<file path="src/rtl/brat_pkg.sv">
// Shared types, constants and command codes of the rational approximation block.
package brat_pkg;

	localparam int NUM_W = 16;
	localparam int DEN_W = 30;
	localparam int OUT_W = 32;
	localparam int CFG_W = 16;
	localparam int DIG_W = 4;

	localparam logic [DEN_W-1:0] DEN_LIMIT = 30'd1000000000;
	localparam logic [30:0]      INT_LIMIT = 31'h7FFFFFFF;

	localparam logic [NUM_W-1:0] BOUND_RESET  = 16'd500;
	localparam logic [DIG_W-1:0] DIGITS_RESET = 4'd5;

	localparam logic CFG_SEARCH_BOUND   = 1'b0;
	localparam logic CFG_DECIMAL_DIGITS = 1'b1;

	localparam logic DIV_BY_FRAC = 1'b0;
	localparam logic DIV_BY_DEN  = 1'b1;

	localparam logic [1:0] MUL_WHOLE_DEN = 2'd0;
	localparam logic [1:0] MUL_FRAC_POW  = 2'd1;
	localparam logic [1:0] MUL_WHOLE_POW = 2'd2;

	localparam logic [1:0] FIN_ZERO     = 2'd0;
	localparam logic [1:0] FIN_SEARCH   = 2'd1;
	localparam logic [1:0] FIN_FALLBACK = 2'd2;

	typedef struct packed {
		logic       load;
		logic       div_start;
		logic       div_sel;
		logic       cap_a;
		logic       cap_err;
		logic       upd_best;
		logic       next_n;
		logic       mul_start;
		logic [1:0] mul_sel;
		logic       cap_rs;
		logic       cap_nt;
		logic       halve;
		logic       finish;
		logic [1:0] fin_sel;
	} brat_cmd_t;

	typedef struct packed {
		logic f_zero;
		logic n_in_range;
		logic div_done;
		logic better;
		logic err_zero;
		logic mul_done;
		logic over_int;
		logic even_both;
	} brat_sts_t;

	// 10^d, digit counts above nine give 10^9
	function automatic logic [DEN_W-1:0] pow10(input logic [DIG_W-1:0] d);
		logic [DEN_W-1:0] r;
		case (d)
			4'd0: r = 30'd1;
			4'd1: r = 30'd10;
			4'd2: r = 30'd100;
			4'd3: r = 30'd1000;
			4'd4: r = 30'd10000;
			4'd5: r = 30'd100000;
			4'd6: r = 30'd1000000;
			4'd7: r = 30'd10000000;
			4'd8: r = 30'd100000000;
			default: r = 30'd1000000000;
		endcase
		return r;
	endfunction

endpackage

</file>
<file path="src/rtl/best_rational_approximation_top.sv">
// Top level of the best rational approximation block: controller plus datapath.
// Sequence: a zero fraction skips the search; otherwise each trial numerator runs the shared
// bit-serial divider twice, then the whole-part multiply follows, and the fallback path adds
// two more multiplies and a halving loop.
// Throughput: one item at a time; the next start is taken in the cycle done is high.
// Reset clears the controller and loads the config defaults; the receiver cannot stall.
module best_rational_approximation_top import brat_pkg::*; #(
	parameter int FRAC_BITS  = 32,
	parameter int WHOLE_BITS = 20
) (
	input  logic                  clk,
	input  logic                  arst_n,
	input  logic                  start,
	output logic                  busy,
	output logic                  done,
	input  logic                  cfg_wr_en,
	input  logic                  cfg_index,
	input  logic [CFG_W-1:0]      cfg_wdata,
	input  logic [WHOLE_BITS-1:0] whole_part,
	input  logic [FRAC_BITS-1:0]  fraction_part,
	output logic [OUT_W-1:0]      numerator_out,
	output logic [DEN_W-1:0]      denominator_out,
	output logic                  used_fallback,
	output logic                  saturated
);
	brat_cmd_t cmd;
	brat_sts_t sts;

	// sequence each transfer: search, fold in the whole part, fall back when too large
	brat_ctrl u_ctrl (
		.clk(clk), .arst_n(arst_n), .start(start), .sts(sts),
		.cmd(cmd), .busy(busy), .done(done)
	);

	// hold operands, run the divider and multiplier, and register the result
	brat_dp #(.FRAC_BITS(FRAC_BITS), .WHOLE_BITS(WHOLE_BITS)) u_dp (
		.clk(clk), .arst_n(arst_n),
		.cfg_wr_en(cfg_wr_en), .cfg_index(cfg_index), .cfg_wdata(cfg_wdata),
		.whole_part(whole_part), .fraction_part(fraction_part),
		.cmd(cmd), .sts(sts),
		.numerator_out(numerator_out), .denominator_out(denominator_out),
		.used_fallback(used_fallback), .saturated(saturated)
	);
endmodule

</file>
<file path="src/rtl/brat_div.sv">
// Restoring divider: round_half_up(n * 2^FRAC_BITS / d), one quotient bit per cycle.
module brat_div import brat_pkg::*; #(
	parameter int FRAC_BITS = 32,
	parameter int DW        = 32
) (
	input  logic                        clk,
	input  logic                        arst_n,
	input  logic                        start,
	input  logic [NUM_W-1:0]            n,
	input  logic [DW-1:0]               d,
	output logic                        done,
	output logic [NUM_W+FRAC_BITS:0]    quo
);
	localparam int DVW = NUM_W + FRAC_BITS;
	localparam int CW  = $clog2(DVW);

	logic            run_q, fin_q, done_q;
	logic [CW-1:0]   cnt_q;
	logic [DW-1:0]   rem_q, dsr_q;
	logic [DVW-1:0]  dvd_q, quo_q;
	logic [DVW:0]    res_q;
	logic [DW:0]     trial;
	logic            ge;
	logic [DW-1:0]   rem_n;
	logic            rnd;

	assign trial = {rem_q, dvd_q[DVW-1]};
	assign ge    = trial >= {1'b0, dsr_q};
	assign rem_n = ge ? DW'(trial - {1'b0, dsr_q}) : trial[DW-1:0];
	assign rnd   = {rem_q, 1'b0} >= {1'b0, dsr_q};

	always_ff @(posedge clk or negedge arst_n) begin
		if (!arst_n) begin
			run_q  <= 1'b0;
			fin_q  <= 1'b0;
			done_q <= 1'b0;
			cnt_q  <= '0;
		end else begin
			done_q <= fin_q;
			fin_q  <= 1'b0;
			if (start) begin
				run_q <= 1'b1;
				cnt_q <= CW'(DVW - 1);
			end else if (run_q) begin
				cnt_q <= cnt_q - 1'b1;
				if (cnt_q == '0) begin
					run_q <= 1'b0;
					fin_q <= 1'b1;
				end
			end
		end
	end

	always_ff @(posedge clk) begin
		if (start) begin
			dvd_q <= {n, {FRAC_BITS{1'b0}}};
			rem_q <= '0;
			quo_q <= '0;
			dsr_q <= d;
		end else if (run_q) begin
			dvd_q <= {dvd_q[DVW-2:0], 1'b0};
			rem_q <= rem_n;
			quo_q <= {quo_q[DVW-2:0], ge};
		end
		if (fin_q)
			res_q <= {1'b0, quo_q} + (DVW+1)'(rnd);
	end

	assign done = done_q;
	assign quo  = res_q;
endmodule

</file>
<file path="src/rtl/brat_mul.sv">
// Shift-add multiplier, one multiplier bit per cycle.
module brat_mul #(
	parameter int AW = 32,
	parameter int BW = 30
) (
	input  logic             clk,
	input  logic             arst_n,
	input  logic             start,
	input  logic [AW-1:0]    a,
	input  logic [BW-1:0]    b,
	output logic             done,
	output logic [AW+BW-1:0] prod
);
	localparam int PW = AW + BW;
	localparam int CW = $clog2(BW);

	logic           run_q, done_q;
	logic [CW-1:0]  cnt_q;
	logic [PW-1:0]  acc_q, mc_q;
	logic [BW-1:0]  mb_q;

	always_ff @(posedge clk or negedge arst_n) begin
		if (!arst_n) begin
			run_q  <= 1'b0;
			done_q <= 1'b0;
			cnt_q  <= '0;
		end else begin
			done_q <= 1'b0;
			if (start) begin
				run_q <= 1'b1;
				cnt_q <= CW'(BW - 1);
			end else if (run_q) begin
				cnt_q <= cnt_q - 1'b1;
				if (cnt_q == '0) begin
					run_q  <= 1'b0;
					done_q <= 1'b1;
				end
			end
		end
	end

	always_ff @(posedge clk) begin
		if (start) begin
			acc_q <= '0;
			mc_q  <= PW'(a);
			mb_q  <= b;
		end else if (run_q) begin
			if (mb_q[0])
				acc_q <= acc_q + mc_q;
			mc_q <= {mc_q[PW-2:0], 1'b0};
			mb_q <= mb_q >> 1;
		end
	end

	assign done = done_q;
	assign prod = acc_q;
endmodule

</file>
<file path="src/rtl/brat_dp.sv">
// Datapath: config registers, search registers, shared divider and multiplier, result registers.
module brat_dp import brat_pkg::*; #(
	parameter int FRAC_BITS  = 32,
	parameter int WHOLE_BITS = 20
) (
	input  logic                  clk,
	input  logic                  arst_n,
	input  logic                  cfg_wr_en,
	input  logic                  cfg_index,
	input  logic [CFG_W-1:0]      cfg_wdata,
	input  logic [WHOLE_BITS-1:0] whole_part,
	input  logic [FRAC_BITS-1:0]  fraction_part,
	input  brat_cmd_t             cmd,
	output brat_sts_t             sts,
	output logic [OUT_W-1:0]      numerator_out,
	output logic [DEN_W-1:0]      denominator_out,
	output logic                  used_fallback,
	output logic                  saturated
);
	localparam int DW  = (FRAC_BITS > DEN_W) ? FRAC_BITS : DEN_W;
	localparam int MCW = (FRAC_BITS > WHOLE_BITS) ? FRAC_BITS : WHOLE_BITS;
	localparam int PW  = MCW + DEN_W;
	localparam int QW  = NUM_W + FRAC_BITS + 1;
	localparam int EW  = FRAC_BITS + 2;
	localparam int NTW = WHOLE_BITS + DEN_W + 1;

	logic [NUM_W-1:0]      bound_q, n_q, best_n_q;
	logic [DIG_W-1:0]      digits_q;
	logic [WHOLE_BITS-1:0] whole_q;
	logic [FRAC_BITS-1:0]  frac_q;
	logic [DEN_W-1:0]      best_d_q, a_q, rs_q, dt_q;
	logic [EW-1:0]         err_q, least_q;
	logic [NTW-1:0]        nt_q;

	logic [DEN_W-1:0] pow_r;
	logic [DW-1:0]    div_d;
	logic             div_done;
	logic [QW-1:0]    div_q, q_lim, q_clip;
	logic [EW-1:0]    q_e, f_e, err_n;
	logic [DEN_W-1:0] a_n;
	logic [MCW-1:0]   mul_a;
	logic [DEN_W-1:0] mul_b;
	logic             mul_done;
	logic [PW-1:0]    mul_p;
	logic [PW:0]      rs_sum;
	logic             exact, sat_n;

	assign pow_r = pow10(digits_q);

	// hold the config registers; the user must write them only while idle, the block does not enforce it
	always_ff @(posedge clk or negedge arst_n) begin
		if (!arst_n) begin
			bound_q  <= BOUND_RESET;
			digits_q <= DIGITS_RESET;
		end else if (cfg_wr_en) begin
			case (cfg_index)
				CFG_SEARCH_BOUND:   bound_q  <= cfg_wdata;
				CFG_DECIMAL_DIGITS: digits_q <= cfg_wdata[DIG_W-1:0];
				default: ;
			endcase
		end
	end

	assign div_d = (cmd.div_sel == DIV_BY_DEN) ? DW'(a_q) : DW'(frac_q);

	brat_div #(.FRAC_BITS(FRAC_BITS), .DW(DW)) u_div (
		.clk(clk), .arst_n(arst_n), .start(cmd.div_start),
		.n(n_q), .d(div_d), .done(div_done), .quo(div_q)
	);

	always_comb begin
		case (cmd.mul_sel)
			MUL_FRAC_POW: begin
				mul_a = MCW'(frac_q);
				mul_b = pow_r;
			end
			MUL_WHOLE_POW: begin
				mul_a = MCW'(whole_q);
				mul_b = pow_r;
			end
			default: begin
				// an exact trial starts the multiply in the cycle it becomes the best
				mul_a = MCW'(whole_q);
				mul_b = cmd.upd_best ? a_q : best_d_q;
			end
		endcase
	end

	brat_mul #(.AW(MCW), .BW(DEN_W)) u_mul (
		.clk(clk), .arst_n(arst_n), .start(cmd.mul_start),
		.a(mul_a), .b(mul_b), .done(mul_done), .prod(mul_p)
	);

	assign a_n    = (div_q > QW'(DEN_LIMIT)) ? DEN_LIMIT : div_q[DEN_W-1:0];
	assign q_lim  = QW'(1) << (FRAC_BITS + 1);
	assign q_clip = (div_q > q_lim) ? q_lim : div_q;
	assign q_e    = q_clip[EW-1:0];
	assign f_e    = EW'(frac_q);
	assign err_n  = (q_e >= f_e) ? (q_e - f_e) : (f_e - q_e);

	assign rs_sum = (PW+1)'(mul_p) + ((PW+1)'(1) << (FRAC_BITS - 1));
	assign exact  = (rs_q == '0) || (rs_q == pow_r);
	assign sat_n  = |nt_q[NTW-1:OUT_W];

	always_ff @(posedge clk) begin
		if (cmd.load) begin
			whole_q  <= whole_part;
			frac_q   <= fraction_part;
			n_q      <= NUM_W'(1);
			best_n_q <= '0;
			best_d_q <= DEN_W'(1);
			least_q  <= EW'(fraction_part);
		end
		if (cmd.cap_a)
			a_q <= a_n;
		if (cmd.cap_err)
			err_q <= err_n;
		if (cmd.upd_best) begin
			best_n_q <= n_q;
			best_d_q <= a_q;
			least_q  <= err_q;
		end
		if (cmd.next_n)
			n_q <= n_q + 1'b1;
		if (cmd.cap_rs)
			rs_q <= rs_sum[FRAC_BITS +: DEN_W];
		if (cmd.cap_nt) begin
			// a power of ten divides the sum only when the rounded digits are 0 or 10^D
			if (exact) begin
				nt_q <= NTW'(whole_q) + NTW'(rs_q == pow_r);
				dt_q <= DEN_W'(1);
			end else begin
				nt_q <= NTW'(mul_p[NTW-2:0]) + NTW'(rs_q);
				dt_q <= pow_r;
			end
		end else if (cmd.halve) begin
			nt_q <= nt_q >> 1;
			dt_q <= dt_q >> 1;
		end
		if (cmd.finish) begin
			case (cmd.fin_sel)
				FIN_SEARCH: begin
					numerator_out   <= OUT_W'(best_n_q) + mul_p[OUT_W-1:0];
					denominator_out <= best_d_q;
					used_fallback   <= 1'b0;
					saturated       <= 1'b0;
				end
				FIN_FALLBACK: begin
					numerator_out   <= sat_n ? {OUT_W{1'b1}} : nt_q[OUT_W-1:0];
					denominator_out <= dt_q;
					used_fallback   <= 1'b1;
					saturated       <= sat_n;
				end
				default: begin
					numerator_out   <= OUT_W'(whole_q);
					denominator_out <= DEN_W'(1);
					used_fallback   <= 1'b0;
					saturated       <= 1'b0;
				end
			endcase
		end
	end

	always_comb begin
		sts.f_zero     = (frac_q == '0);
		sts.n_in_range = (n_q < bound_q);
		sts.div_done   = div_done;
		sts.better     = (err_q < least_q);
		sts.err_zero   = (err_q == '0);
		sts.mul_done   = mul_done;
		sts.over_int   = (mul_p > PW'(INT_LIMIT));
		sts.even_both  = !nt_q[0] && !dt_q[0];
	end
endmodule

</file>
<file path="src/rtl/brat_ctrl.sv">
// Controller: sequences the trial search, the fallback conversion and the result transfer.
module brat_ctrl import brat_pkg::*; (
	input  logic      clk,
	input  logic      arst_n,
	input  logic      start,
	input  brat_sts_t sts,
	output brat_cmd_t cmd,
	output logic      busy,
	output logic      done
);
	localparam logic [3:0] S_IDLE    = 4'd0;
	localparam logic [3:0] S_CHECK   = 4'd1;
	localparam logic [3:0] S_TEST    = 4'd2;
	localparam logic [3:0] S_DIV_A   = 4'd3;
	localparam logic [3:0] S_START_Q = 4'd4;
	localparam logic [3:0] S_DIV_Q   = 4'd5;
	localparam logic [3:0] S_UPDATE  = 4'd6;
	localparam logic [3:0] S_MUL_WD  = 4'd7;
	localparam logic [3:0] S_DECIDE  = 4'd8;
	localparam logic [3:0] S_MUL_FR  = 4'd9;
	localparam logic [3:0] S_MUL_WR  = 4'd10;
	localparam logic [3:0] S_REDUCE  = 4'd11;

	logic [3:0] state_q, state_d;
	logic       done_q;

	always_comb begin
		cmd     = '0;
		state_d = state_q;
		case (state_q)
			S_IDLE: begin
				if (start) begin
					cmd.load = 1'b1;
					state_d  = S_CHECK;
				end
			end
			S_CHECK: begin
				if (sts.f_zero) begin
					cmd.finish  = 1'b1;
					cmd.fin_sel = FIN_ZERO;
					state_d     = S_IDLE;
				end else begin
					state_d = S_TEST;
				end
			end
			S_TEST: begin
				if (sts.n_in_range) begin
					cmd.div_start = 1'b1;
					cmd.div_sel   = DIV_BY_FRAC;
					state_d       = S_DIV_A;
				end else begin
					cmd.mul_start = 1'b1;
					cmd.mul_sel   = MUL_WHOLE_DEN;
					state_d       = S_MUL_WD;
				end
			end
			S_DIV_A: begin
				if (sts.div_done) begin
					cmd.cap_a = 1'b1;
					state_d   = S_START_Q;
				end
			end
			S_START_Q: begin
				cmd.div_start = 1'b1;
				cmd.div_sel   = DIV_BY_DEN;
				state_d       = S_DIV_Q;
			end
			S_DIV_Q: begin
				if (sts.div_done) begin
					cmd.cap_err = 1'b1;
					state_d     = S_UPDATE;
				end
			end
			S_UPDATE: begin
				cmd.upd_best = sts.better;
				if (sts.better && sts.err_zero) begin
					cmd.mul_start = 1'b1;
					cmd.mul_sel   = MUL_WHOLE_DEN;
					state_d       = S_MUL_WD;
				end else begin
					cmd.next_n = 1'b1;
					state_d    = S_TEST;
				end
			end
			S_MUL_WD: begin
				if (sts.mul_done)
					state_d = S_DECIDE;
			end
			S_DECIDE: begin
				if (sts.over_int) begin
					cmd.mul_start = 1'b1;
					cmd.mul_sel   = MUL_FRAC_POW;
					state_d       = S_MUL_FR;
				end else begin
					cmd.finish  = 1'b1;
					cmd.fin_sel = FIN_SEARCH;
					state_d     = S_IDLE;
				end
			end
			S_MUL_FR: begin
				if (sts.mul_done) begin
					cmd.cap_rs    = 1'b1;
					cmd.mul_start = 1'b1;
					cmd.mul_sel   = MUL_WHOLE_POW;
					state_d       = S_MUL_WR;
				end
			end
			S_MUL_WR: begin
				if (sts.mul_done) begin
					cmd.cap_nt = 1'b1;
					state_d    = S_REDUCE;
				end
			end
			S_REDUCE: begin
				if (sts.even_both) begin
					cmd.halve = 1'b1;
				end else begin
					cmd.finish  = 1'b1;
					cmd.fin_sel = FIN_FALLBACK;
					state_d     = S_IDLE;
				end
			end
			default: state_d = S_IDLE;
		endcase
	end

	always_ff @(posedge clk or negedge arst_n) begin
		if (!arst_n) begin
			state_q <= S_IDLE;
			done_q  <= 1'b0;
		end else begin
			state_q <= state_d;
			done_q  <= cmd.finish;
		end
	end

	assign busy = (state_q != S_IDLE);
	assign done = done_q;
endmodule
</file>
<file path="config.mk">
export PLATFORM = sky130hd
export DESIGN_NAME = best_rational_approximation_top
export DESIGN_NICKNAME = d
export VERILOG_FILES = /design/src/rtl/brat_pkg.sv /design/src/rtl/best_rational_approximation_top.sv /design/src/rtl/brat_div.sv /design/src/rtl/brat_mul.sv /design/src/rtl/brat_dp.sv /design/src/rtl/brat_ctrl.sv
export SDC_FILE = /design/constraint.sdc
export NUM_CORES = 2
export LEC_CHECK = 0
export ABC_AREA = 1
export BUFFER_PORTS_ARGS = -buffer_cell sky130_fd_sc_hd__buf_2
export CAP_MARGIN = 40
export CELL_PAD_IN_SITES_DETAIL_PLACEMENT = 1
export CELL_PAD_IN_SITES_GLOBAL_PLACEMENT = 1
export CORE_MARGIN = 2
export CORE_UTILIZATION = 35
export CTS_CLUSTER_DIAMETER = 150
export DETAILED_ROUTE_END_ITERATION = 10
export GPL_ROUTABILITY_DRIVEN = 1
export MAX_ROUTING_LAYER = met4
export PLACE_DENSITY_LB_ADDON = 0.1
export SLEW_MARGIN = 20
export SYNTH_ARGS = -nofsm -noshare
export SYNTH_HDL_FRONTEND = slang
export SYNTH_SLANG_ARGS = --single-unit
</file>
<file path="constraint.sdc">
create_clock -name clk -period 10.3 [get_ports clk]
set_input_delay 0 -clock clk [delete_from_list [all_inputs] [get_ports clk]]
set_output_delay 0 -clock clk [all_outputs]
set_load 0.05 [all_outputs]
</file>
# [Word level (Yosys, flattened, before mapping)]
# Memory sizes are Yosys's and may differ from the RTL's.
# Cells that the tools add are included.
# W data, S select, Z words.
[totals] in_bits=73 word_cells=186 rom_bits=480 memories=1 out_inout_bits=66 regBits=759
[classes] n_reduce_logical=23 bitwise=1 n_lt_le_gt_ge=8 addsub=12 muxes=82 eq_ne=23
[memory_table] memory="(no name shown)" words=16 word_bits=30 rd=1 rd_clocked_by_memory_dff=0 wr=0 line_no="brat_pkg.sv:61" source="case (d)"
[op_table] operator="$mux W30" count=10
[op_table] operator="$mux W32" count=5
[op_table] operator="$mux W51" count=3
[op_table] operator="$mux W34" count=4
[op_table] operator="$mux W48" count=2
[op_table] operator="$ge A33 B32 Y1" count=2
[op_table] operator="$mux W16" count=4
[op_table] operator="$pmux W32 S2" count=1
[op_table] operator="$add A62 B32 Y62 const B" count=1
[op_table] operator="$add A62 B62 Y62" count=1
[op_table] operator="$gt A62 B31 Y1 const B" count=1
[op_table] operator="$pmux W30 S2" count=1
[op_table] operator="$add A50 B30 Y51" count=1
[op_table] operator="$add A48 B1 Y49" count=1
[op_table] operator="$gt A49 B30 Y1 const B" count=1
[op_table] operator="$gt A49 B34 Y1 const B" count=1
[op_table] operator="$pmux W4 S12" count=1
[op_table] operator="$mux W4" count=9
[op_table] operator="$ge A34 B32 Y1" count=1
[op_table] operator="$logic_not A34 Y1" count=1
[op_table] operator="$lt A34 B34 Y1" count=1
[op_table] operator="$sub A32 B34 Y34" count=1
[op_table] operator="$sub A34 B32 Y34" count=1
[op_table] operator="$add A16 B32 Y32" count=1
[op_table] operator="38 further kinds" count=94

# [Logic depth before layout (Yosys ltp)]
[logic_depth] word_depth=8 mapped_depth=28 depth_no_buf=26

# [Modules after synthesis]
# Synthesis repeated with hierarchy kept, for this count alone.
[unflattened] cells_unflattened=7295 hier_area_um2=52017.4
[by_module_without_submodules] module="brat_dp" area_each_um2=29279.3 seq_area_each_um2=12131.6 cells_each=3946 n_inst=1
[by_module_without_submodules] module="brat_mul" area_each_um2=11898.9 seq_area_each_um2=3878.7 cells_each=1931 n_inst=1
[by_module_without_submodules] module="brat_div" area_each_um2=10292.4 seq_area_each_um2=4739.5 cells_each=1321 n_inst=1
[by_module_without_submodules] module="brat_ctrl" area_each_um2=546.8 seq_area_each_um2=125.1 cells_each=97 n_inst=1

# [Least setup slack after synthesis]
# OpenSTA, ideal clock, no wires.
[synth_timing] path_kind="reg2reg" from="register u_ctrl.state_q[2]" to="register u_dp.best_d_q[0] (enable)" setup_time_ps=630 path_buffers=0 path_slack_ps=2959 required_ps=9670 synth_period_minus_slack_ps=7341 stages_incl_launch_ff=6 arrival_time_ps=6711 path_cell_list="dfrtp_1 > nor2_1 > inv_1 > nor2_1 > inv_1 > o21ai_0"
[synth_via] elab_chain_cells=3 word_cells_on_any_way=5 cone_classes="eq/ne: 1; mux: 2; reduce/logical: 2"
[synth_rtl] item="start, declared" line_no="brat_ctrl.sv:24" source="logic [3:0] state_q, state_d;"
[synth_rtl] item="start signal, assigned" line_no="brat_ctrl.sv:132" source="state_q <= state_d;"
[synth_rtl] item="$eq A4 B3 Y1 or $logic_not A4 Y1 (tied branches)" line_no="brat_ctrl.sv:30" source="case (state_q)"
[synth_rtl] item="$mux W2 or $mux W1 (tied branches)" line_no="brat_ctrl.sv:30"
[synth_rtl] item="$reduce_bool A2 Y1 (no line) *"
[synth_rtl] item="end signal, assigned" line_no="brat_dp.sv:120" source="best_d_q <= a_q;"
[synth_rtl] item="end, declared" line_no="brat_dp.sv:31" source="logic [DEN_W-1:0] best_d_q, a_q, rs_q, dt_q;"
# Mark *: on every way between the ends. The rest lies on a longest branch, timed or not.
# A chain may end at the register's enable or synchronous reset.

# [Final worst setup path]
[layout_timing] from="register u_dp.digits_q[3]" to="register u_dp.nt_q[16] (data pin)"
[layout_via] elab_chain_cells=5 word_cells_on_any_way=6 cone_classes="add/sub: 1; eq/ne: 1; mux: 2; reduce/logical: 1; memory: 1"
[layout_rtl] item="start, declared" line_no="brat_dp.sv:28" source="logic [DIG_W-1:0] digits_q;"
[layout_rtl] item="start signal, assigned" line_no="brat_dp.sv:58" source="CFG_DECIMAL_DIGITS: digits_q <= cfg_wdata[DIG_W-1:0];"
[layout_rtl] item="$mem_v2 Z16 W30 *"
[layout_rtl] item="$eq A30 B30 Y1 *" line_no="brat_dp.sv:102, brat_dp.sv:130"
[layout_rtl] item="$add A20 B1 Y21 or $logic_or A1 B1 Y1 (tied branches)" line_no="brat_dp.sv:130, brat_dp.sv:102"
[layout_rtl] item="$mux W51 *" line_no="brat_dp.sv:129" source="if (exact) begin"
[layout_rtl] item="$mux W51 *" line_no="brat_dp.sv:127" source="if (cmd.cap_nt) begin"
[layout_rtl] item="end signal, assigned" line_no="brat_dp.sv:130" source="nt_q <= NTW'(whole_q) + NTW'(rs_q == pow_r);"
[layout_rtl] item="end signal, assigned" line_no="brat_dp.sv:133" source="nt_q <= NTW'(mul_p[NTW-2:0]) + NTW'(rs_q);"
[layout_rtl] item="end signal, assigned" line_no="brat_dp.sv:137" source="nt_q <= nt_q >> 1;"
[layout_rtl] item="end, declared" line_no="brat_dp.sv:33" source="logic [NTW-1:0] nt_q;"
# Marks and branches as above.

==> flow_summary_export.csv <==
group,metric,value,unit
routing,drt-pass1-iter-count,5,
routing,wl,217,mm
synth,synth_cell_types,62,
sta,finalClockSkew,57.6,ps
critical_path,timing.rr.start,"u_dp.digits_q[3]$_DFFE_PN0P_",
place,place_hpwl,172,mm
floorplanning,pin_count,139,
global_routing,grt_pass1_vias,48600,
critical_path,worstPathMaxFanout,20,
floorplanning,row_count,138,
floorplanning,chipHeight,382,microns
run_status,status,"finished, final reports clean",
synth,async_reset_ff_share,5.40,%
clocking,clk_pin_slew,60,ps
critical_path,endpoint_kind,"register",
global_routing,grt_use_total,29.9,%
synth,ys_seq_elements,759,
routing,ant_nets,0,
global_routing,grt_overflow,0,
sta,max_slew_margin,41.6,%
final_layout,final_cell_mix,"nand2_1 (2148), inv_1 (841), nor2_1 (631)",
place,port-buffer-count,138,
critical_path,cp.required,10780,ps
clocking,cts_tree,"done",
clocking,htreeDepth,3,
synth,synth.top_cell.area_share,32.7,%
routing,vias,47300,
synth,yosys-top-cells-area,"edfxtp_1 (33%), nand2_1 (16%), dfxtp_1 (6.9%), ha_1 (6.7%), inv_1 (6.3%)",
synth,syn_area,50100,sq um
critical_path,cp-start-kind,"register",
worst_hold_path,min_path_type,"in2reg",
synth,ys.flop_type,"edfxtp_1",
synth,syn_nets,7155,
global_routing,grt_antenna_before_repair,3,
routing,drt-vias-per-instance,5.25,
place,post-place-ws,5180,ps
synth,synth_edf_count,546,
sta,period_needed,5240,ps
flow_run,maxCapViolations,0,
sta,setup_viol,0,
sta,rsz0062_at_grt,"no",
sta,worst_slack,5060,ps
sta,finalSetupTns,0,ps
critical_path,worstSetupPathType,"reg2reg",
worst_hold_path,min_from,"whole_part[16]",
floorplanning,coreArea,142000,sq um
routing,drc,0,
critical_path,r2r_slack,5060,ps
synth,syn_inst,6806,
floorplanning,die_w,382,microns
pwr,total_power,6.92,mW
pwr,powerDensity,120,nW/um^2
final_layout,final_area,57600,sq um
worst_hold_path,worstHoldPathCells,2,
sta,finalMaxSlewViolations,0,
clocking,clk_latency,740,ps
clocking,clock-sinks,759,
critical_path,rr_worst_depth,23,
floorplanning,dieArea,146000,sq um
sta,max_freq,191,MHz
routing,routedWlPerCell,24.1,microns
critical_path,arrival,5720,ps
routing,drtIter0Drc,3062,
global_routing,grt_pass1_wl,319,mm
worst_hold_path,min_to,"u_dp.whole_q[16]$_DFFE_PP_",
clocking,clockBufferDepth,3,
final_layout,fin_nets,7393,
clocking,numCtsBuffers,93,
sta,period_share,50.9,%
critical_path,timing.rr.end,"u_dp.nt_q[16]$_DFFE_PP_",
global_routing,grt_max_degree,78,
pwr,ir_drop,0.128,mV
sta,worstMarginPinSlew,876,ps
place,place_area,53100,sq um
synth,synth_area_per_cell,7.37,sq um
final_layout,area_growth,14.8,%
floorplanning,start_util,35.3,%
place,routabilityCongestion,0.982,
final_layout,layout_commonest_cell,"nand2_1",
final_layout,drive_gt1_share,6.24,%
synth,ys_seq_area_share,41.6,%
synth,yosys.area.top_type,"edfxtp_1",
sta,hold_viol,0,
pwr,p_leak,25.7,nW
clocking,cts_root_buffer,"clkbuf_16",
clocking,post_cts_buffers,0,
synth,synth_warnings,0,
## critical path, stage by stage, from the launching register on
cell and delay [ps]:
dfrtp_1 780, clkinv_1 570, nand2_1 240, o21ai_2 120, nand2_2 170, nand2_1 70, a21oi_1 180, nand2_1 70
nor2_1 120, nand3_1 90, buf_4 230, inv_1 90, ha_1 180, ha_1 210, nand3_1 160, nor3_1 410
nand2_1 170, nor2_1 320, nand2_1 170, nor3_1 250, xor2_1 180, nand2_1 70, nand3_1 80, nand2_1 50
## sequential cells by signal, indices dropped and copies added (netlist names), 34 cells and up
| register | count |
|---|---|
| u_dp.err_q | 34 |
| u_dp.least_q | 34 |
| u_dp.nt_q | 51 |
| u_dp.u_div.quo | 49 |
| u_dp.u_div.quo_q | 48 |
| u_dp.u_mul.mc_q | 62 |
| u_dp.u_mul.prod | 62 |
## how the worst max path moves through the flow
stage                                  startpoint                             end
global route         u_dp.digits_q[3]$_DFFE_PN0P_         u_dp.nt_q[16]$_DFFE_PP_
floorplan           u_ctrl.state_q[2]$_DFFE_PN0P_  u_dp.best_d_q[0]$_SDFFCE_PN1P_
global placement     u_dp.digits_q[3]$_DFFE_PN0P_         u_dp.nt_q[16]$_DFFE_PP_
detailed placement   u_dp.digits_q[3]$_DFFE_PN0P_         u_dp.nt_q[16]$_DFFE_PP_
finish               u_dp.digits_q[3]$_DFFE_PN0P_         u_dp.nt_q[16]$_DFFE_PP_
CTS                  u_dp.digits_q[3]$_DFFE_PN0P_         u_dp.nt_q[16]$_DFFE_PP_
## report_power, final
group	internal [mW]	switching [mW]	leakage, nW
Combinational	0.0850	0.117	18.1
Clock	1.96	1.49	1.52
Sequential	3.25	0.0114	6.03
Total	5.29	1.62	25.7
## cell families (layout without fill, tap and decap cells)
logic type,after synthesis,after routing,share of synthesized area (%)
buffers and inverters,1048,1362,8.18
other,0,3,0
AOI/OAI and AO/OA,1006,1006,10.7
adders and majority gates,276,276,6.98
and+or+nand+nor,3517,3517,29.0
DFF,759,759,41.6
xor gates and xnor gates,200,200,3.49
## Yosys cell counts, drive strengths merged (2+ instances only)
cell / count
nor3: 98
ha: 270
nor4: 38
o22ai: 6
a31oi: 8
or2: 23
dfrtp: 33
nand3b: 13
o21ai: 394
clkbuf: 106
nand2: 2160
a21boi: 10
a211oi: 7
a22o: 8
o21bai: 28
dfstp: 8
o31ai: 2
a22oi: 11
xor2: 175
dfxtp: 172
a21oi: 478
and2: 4
edfxtp: 546
xnor2: 25
nor2: 645
o211ai: 10
inv: 851
and3: 2
clkinv: 2
nand4: 121
a32oi: 3
a21o: 20
o21a: 16
buf: 89
nand3: 402
fa: 6
nor3b: 10
## layer usage
layer  routed length, microns  track usage (%)
met2                   108000             51.9
met5                        0                -
met3                     6610             2.44
met4                     8360             10.1
met1                    94000             36.6
## cell type report
class | count | area, sq um
clock inverter | 54 | 667
clock buffer | 117 | 2490
multi-input combinational | 4999 | 25300
timing repair buffer | 338 | 2700
fill | 17600 | 84400
inverter | 853 | 3200
sequential | 759 | 20900
tap | 1890 | 2360
antenna | 3 | 7.51
## through the flow
| step | util [%] | std cells | hold WS [ps] |
|---|---|---|---|
| 2_1_floorplan | - | 6806 | -296 |
| 3_3_place_gp | 37.2 | 8696 | 178 |
| 3_5_place_dp | 37.4 | 8707 | 179 |
| 4_1_cts | 40.5 | 9009 | 0.555 |
| 5_1_grt | 40.6 | 9011 | 27.5 |
| 6_report | 40.6 | 9013 | 53.0 |
## what timing repair did
item | CTS | global route
resized for setup | 0 | 0
hold endpoints to repair | 153 | 0
hold buffers | 131 | 0
Power figures use the tool's default switching activity.
